===== src/rtl/jvcm_pkg.sv =====
// ---------------------------------------------------------------------------
// jvcm_pkg
// Types and constants shared by the gamepad velocity command mapper.
// ---------------------------------------------------------------------------
package jvcm_pkg;

  localparam int AxisWidth = 16;
  localparam int VelWidth  = 16;
  localparam int NumRegs   = 7;
  localparam int CfgIdxWidth = 3;

  // register indexes
  localparam logic [CfgIdxWidth-1:0] RegLinScale  = 3'd0;
  localparam logic [CfgIdxWidth-1:0] RegAngScale  = 3'd1;
  localparam logic [CfgIdxWidth-1:0] RegLinLimit  = 3'd2;
  localparam logic [CfgIdxWidth-1:0] RegAngLimit  = 3'd3;
  localparam logic [CfgIdxWidth-1:0] RegVertLimit = 3'd4;
  localparam logic [CfgIdxWidth-1:0] RegCurvRatio = 3'd5;
  localparam logic [CfgIdxWidth-1:0] RegTrigMode  = 3'd6;

  localparam logic signed [17:0] HalfQ14 = 18'sd8192;
  localparam logic signed [17:0] OneQ14  = 18'sd16384;

  // quotient bits produced by the curvature divider
  localparam int DivBits = 24;

  typedef struct packed {
    logic signed [15:0] forward_axis;
    logic signed [15:0] reverse_axis;
    logic signed [15:0] ascend_axis;
    logic signed [15:0] descend_axis;
    logic signed [15:0] strafe_left_axis;
    logic signed [15:0] strafe_right_axis;
    logic signed [15:0] turn_axis;
    logic [6:0]         buttons;
  } in_item_t;

  typedef struct packed {
    logic               kill;
    logic               function_one;
    logic               function_two;
    logic               command_valid;
    logic signed [15:0] velocity_x;
    logic signed [15:0] velocity_y;
    logic signed [15:0] velocity_z;
    logic signed [15:0] turn_rate;
  } out_item_t;

  typedef struct packed {
    logic [15:0] linear_scale;
    logic [15:0] angular_scale;
    logic [14:0] linear_limit;
    logic [14:0] angular_limit;
    logic [14:0] vertical_limit;
    logic [15:0] curvature_ratio_min;
    logic [2:0]  trigger_pair_mode;
  } cfg_t;

  // controller to datapath
  typedef struct packed {
    logic load;      // capture input item
    logic calc;      // scale all axes, limit y and z (and x in trigger mode), update state
    logic div_start; // begin curvature divide
    logic div_step;  // one divide iteration
    logic finish;    // apply turn limit in trigger mode, form result
  } dp_cmd_t;

  // datapath to controller
  typedef struct packed {
    logic need_div;
  } dp_sts_t;

  // Round |v|*gain to Q8.8, ties away from zero. v is 18 bit signed.
  function automatic logic signed [19:0] scale_q88(input logic signed [17:0] v,
                                                    input logic [15:0] gain);
    logic        neg;
    logic [17:0] mag;
    logic [33:0] prod;
    logic [19:0] q;
    begin
      neg  = v[17];
      mag  = neg ? 18'(-v) : 18'(v);
      prod = 34'(mag) * 34'(gain) + 34'(1 << 17);
      q    = 20'(prod >> 18);
      scale_q88 = neg ? -$signed(q) : $signed(q);
    end
  endfunction

  function automatic logic signed [19:0] limit_speed(input logic signed [19:0] c,
                                                      input logic [15:0] lim);
    logic [19:0] mag;
    begin
      mag = c[19] ? 20'(-c) : 20'(c);
      if (mag >= 20'(lim))
        limit_speed = (c > 0) ? $signed(20'(lim)) : -$signed(20'(lim));
      else
        limit_speed = c;
    end
  endfunction

  function automatic logic signed [15:0] sat16(input logic signed [19:0] v);
    begin
      if (v > 20'sd32767)       sat16 = 16'sh7FFF;
      else if (v < -20'sd32768) sat16 = 16'sh8000;
      else                      sat16 = v[15:0];
    end
  endfunction

endpackage


===== src/rtl/jvcm_ctrl.sv =====
// ---------------------------------------------------------------------------
// jvcm_ctrl
// Sequencer: load, compute, optional divide, deliver result item.
// ---------------------------------------------------------------------------
module jvcm_ctrl import jvcm_pkg::*; (
  input  logic    clk,
  input  logic    rst,
  input  logic    in_valid,
  output logic    in_stall,
  output logic    out_valid,
  input  logic    out_stall,
  input  dp_sts_t sts,
  output dp_cmd_t cmd
);

  typedef enum logic [2:0] {S_IDLE, S_CALC, S_CHECK, S_DIV, S_FIN} state_t;
  state_t state;
  logic [4:0] cnt;
  logic       res_free;

  assign in_stall = (state != S_IDLE);

  // result register may be overwritten once its item has moved on
  assign res_free = !out_valid || !out_stall;

  always_comb begin
    cmd = '0;
    cmd.load      = (state == S_IDLE) && in_valid;
    cmd.calc      = (state == S_CALC);
    cmd.div_start = (state == S_CHECK);
    cmd.div_step  = (state == S_DIV);
    cmd.finish    = (state == S_FIN) && res_free;
  end

  always_ff @(posedge clk) begin
    if (rst) begin
      state     <= S_IDLE;
      out_valid <= 1'b0;
      cnt       <= '0;
    end else begin
      case (state)
        S_IDLE:  if (in_valid) state <= S_CALC;
        S_CALC:  state <= S_CHECK;
        S_CHECK: begin
          cnt   <= '0;
          state <= sts.need_div ? S_DIV : S_FIN;
        end
        S_DIV: begin
          cnt <= cnt + 5'd1;
          if (cnt == 5'(DivBits - 1)) state <= S_FIN;
        end
        // wait here while the previous result is still held
        S_FIN: begin
          if (res_free) begin
            out_valid <= 1'b1;
            state     <= S_IDLE;
          end
        end
        default: state <= S_IDLE;
      endcase
      if (out_valid && !out_stall && state != S_FIN) out_valid <= 1'b0;
    end
  end

endmodule


===== config.mk =====
export PLATFORM = sky130hd
export DESIGN_NAME = jvcm_ctrl
export DESIGN_NICKNAME = d
export VERILOG_FILES = /design/src/rtl/jvcm_pkg.sv /design/src/rtl/jvcm_ctrl.sv
export SDC_FILE = /design/constraint.sdc
export NUM_CORES = 1
export LEC_CHECK = 0
export ABC_AREA = 1
export BUFFER_PORTS_ARGS = -buffer_cell sky130_fd_sc_hd__buf_4
export CORE_MARGIN = 2
export CORE_UTILIZATION = 35
export DETAILED_ROUTE_END_ITERATION = 16
export SLEW_MARGIN = 10
export SYNTH_ARGS = -nofsm -noshare
export SYNTH_HDL_FRONTEND = slang
export SYNTH_SLANG_ARGS = --single-unit

===== constraint.sdc =====
create_clock -name clk -period 3 [get_ports clk]
set_input_delay 0.6 -clock clk [delete_from_list [all_inputs] [get_ports clk]]
set_output_delay 0.6 -clock clk [all_outputs]
set_load 0.02 [all_outputs]

==> tab_implementation.tex <==
\begin{tabular}{lr}
\hline
Metric & Value \\
\hline
\multicolumn{2}{l}{\textbf{Timing}} \\
Pin slew with the least headroom to its limit & around 0.28 ns \\
TNS Setup & 0 ns \\
Fmax & between 0.5 and 0.6 GHz \\
Number of max-slew violations in the final report & 0 \\
Min Hold Slack & between 0.4 and 0.5 ns \\
Count of final setup violators & 0 \\
Period Utilization, post-route & 0.591 \\
Final count of hold timing violations & 0 \\
Shortest clock period the worst path allows after layout & about 1.8 ns \\
Clock Skew & between 0.003 and 0.004 ns \\
Normalized max-slew margin & 0.813 \\
Unrepaired setup endpoints after global routing & false \\
\multicolumn{2}{l}{\textbf{Routing}} \\
Wire length reported by the detailed router & roughly 1 mm \\
Routed wire length on met3 & 63 um \\
Detailed-route DRC error count & 0 \\
Top metal layer carrying routed signals & met4 \\
DR vias & about 510 \\
Number of detailed-route iterations in the first pass & 4 \\
Routed length on met2 & $\sim$410 um \\
Met1 layer wirelength in the final routing & just over 500 um \\
ANT nets after route & 0 \\
Routed wire length per instance & 9.38 um \\
Average via count per standard cell & 4.79 \\
Count of routing violations after the opening detailed-route iteration & 14 \\
\multicolumn{2}{l}{\textbf{Clock tree}} \\
CTS Hold Bufs & 0 \\
Worst-skew pair later-pin latency & 0.26 ns \\
Number of CTS-inserted buffers & 3 \\
H-tree levels & 1 \\
Gates resized, CTS repair & 0 \\
Clk slew on worst S/H paths & 0.06 ns \\
Cell at the root of the clock tree & clkbuf\_4 \\
Clock buffer depth & 2 \\
Clock tree from TritonCTS & built \\
Clock sink count & 9 \\
Number of buffers inserted to repair setup after CTS & 0 \\
\multicolumn{2}{l}{\textbf{Synthesis}} \\
YS warnings & 0 \\
Xor/xnor cell area share of the yosys netlist & 0 \\
Number of instances in the synthesized netlist & 77 \\
Proportion of synthesized chip area in sequential cells & 0.378 \\
Fraction of the mapped netlist area in adder cells & 0.0262 \\
Synthesis-stage register bit count & 9 \\
Multiplexer share of the synthesized area & 0 \\
Dominant combinational cell family by area after synthesis & simple AND/OR/NAND/NOR gates \\
Synth Area in Compound Gates & 0.142 \\
Distinct cells, synth & 12 \\
Synthesized area & roughly 480 um\^{}2 \\
Simple-gate share of the synthesized area & 0.360 \\
Mean instance size in the synthesized netlist & a little over 6 um\^{}2 \\
Post-Synthesis Net Count & between 80 and 90 \\
\multicolumn{2}{l}{\textbf{Worst setup path}} \\
Worst setup slack for register-to-register paths & 1.86 ns \\
Critical Path Source Type & flop \\
Reg2reg end & state[2] \\
Worst EP arrival & 1.17 ns \\
Type of the worst setup path & reg2out \\
Worst setup EP type & output pin \\
Required time at the worst-slack endpoint & around 2.4 ns \\
Max FO, Critical Path & 5 \\
Startpoint of the worst-slack reg-to-reg timing path & cnt[1] \\
Reg2Reg Depth & 7 \\
\multicolumn{2}{l}{\textbf{GRT}} \\
Vias in the first global route & about 380 \\
Largest net degree at the start of global routing & 7 \\
Total routing resource utilization after global routing & 0.147 \\
Overflow left after global routing & 0 \\
Global-route wire length before repair & between 1.5 and 2 mm \\
Initial antenna violation count & 0 \\
\multicolumn{2}{l}{\textbf{Floorplan}} \\
Area of the die & $\sim$1700 um\^{}2 \\
Floorplan Core Area & $\sim$1300 um\^{}2 \\
Starting utilization of the core area & 0.371 \\
Rows & 13 \\
Boundary Pins & 12 \\
Die outline width & about 40 um \\
Floorplan die height & 40.9 um \\
\multicolumn{2}{l}{\textbf{Power and ir drop}} \\
Static leakage power & roughly 0.00029 uW \\
Total power per unit cell area & 706 nW/um\^{}2 \\
Peak supply drop & 0.229 mV \\
\multicolumn{2}{l}{\textbf{Worst hold path}} \\
Worst hold start & out\_valid \\
Class of the worst hold path & reg2reg \\
Hold endpoint & out\_valid \\
Number of stages on the worst hold path & 2 \\
\multicolumn{2}{l}{\textbf{Finish}} \\
Net count of the finished layout & 99 \\
Count of fill cells added during filler insertion & between 100 and 150 \\
Share of cells above drive strength 1 & 0.185 \\
Area overhead of the layout relative to synthesis & 26.8\% \\
Number of diodes added for antenna fixing & 0 \\
\multicolumn{2}{l}{\textbf{Placement}} \\
Final estimated routing congestion in global placement & approximately 0.74 \\
DP Wirelength & between 800 and 900 um \\
Number of buffers inserted by port buffering & 11 \\
\multicolumn{2}{l}{\textbf{Flow run}} \\
Max Cap Viol & 0 \\
\multicolumn{2}{l}{\textbf{Outcome}} \\
Result of the run & completed \\
\hline
\end{tabular}
-- state kept, by name, indices dropped and copies added, names as in the netlist --
signal     flops
state          3
out_valid      1
cnt            5
-- cells in the mapped netlist --
cell type	n	share of area
a21oi_1	9	0.094
dfxtp_1	9	0.38
ha_1	1	0.026
inv_1	10	0.079
inv_2	2	0.016
nand2_1	20	0.16
nand3_1	7	0.073
nor2_1	12	0.094
nor2_2	1	0.013
nor3_1	2	0.021
o211ai_1	1	0.016
o21ai_0	3	0.031
-- through the flow --
step                      area [um^2]  power, uW  instances  setup WS (ns)   util
after global routing              604        459        107           1.14  0.470
after global placement            578        336        103           1.35  0.450
after detailed placement          578        336        103           1.33  0.450
after CTS                         604        431        107           1.23  0.470
final                             604        426        107           1.23  0.470
after floorplan                   477        272         77           1.40      -
-- how the worst max path moves through the flow --
stage,end,startpoint,cells after the start
2_1_floorplan,cmd[0],out_stall,3
3_3_place_gp,cmd[0],out_stall,5
3_5_place_dp,cmd[0],out_stall,5
4_1_cts,cmd[2],state[2],4
5_1_grt,cmd[3],state[0],3
6_report,cmd[3],state[0],3
-- critical path, stage by stage (launching register included) --
cell and delay, ns:
dfxtp_1 0.41, inv_1 0.09, nor3_1 0.22, buf_4 0.19
-- cell families after synthesis --
family | after synthesis
DFF | 9
AOI/OAI and AO/OA | 13
and+or+nand+nor | 42
buffers and inverters | 12
adders and majority gates | 1
-- layout make-up --
class | instances | area, um^2 | area share
flip-flops and latches | 9 | 180 | 0.298
inverters | 12 | 45.0 | 0.0745
multi-input cells | 56 | 251 | 0.416
well taps | 15 | 18.8 | 0.0311
clock buffers | 4 | 26.3 | 0.0435
repair buffers | 11 | 82.6 | 0.137
-- layer usage --
metal  vias to the layer above  GRT usage
li1                        275          -
met1                       222      0.177
met2                        11      0.219
met3                         4     0.0326
met4                         0      0.125
met5                         -          0
-- placed cells by master (no fill, tap or decap), drive strengths merged, types with 2 or more instances in the layout --
cell type  count
nand2         20
nor2          13
inv           12
buf           11
a21oi          9
dfxtp          9
nand3          7
clkbuf         4
o21ai          3
nor3           2
-- where the power goes --
part | total [uW] | internal [uW] | switching (uW)
clock | 93.2 | 51.2 | 41.9
sequential | 154 | 135 | 18.7
combinational | 179 | 69.5 | 110
Note: power is estimated with default switching activity, not from simulation.
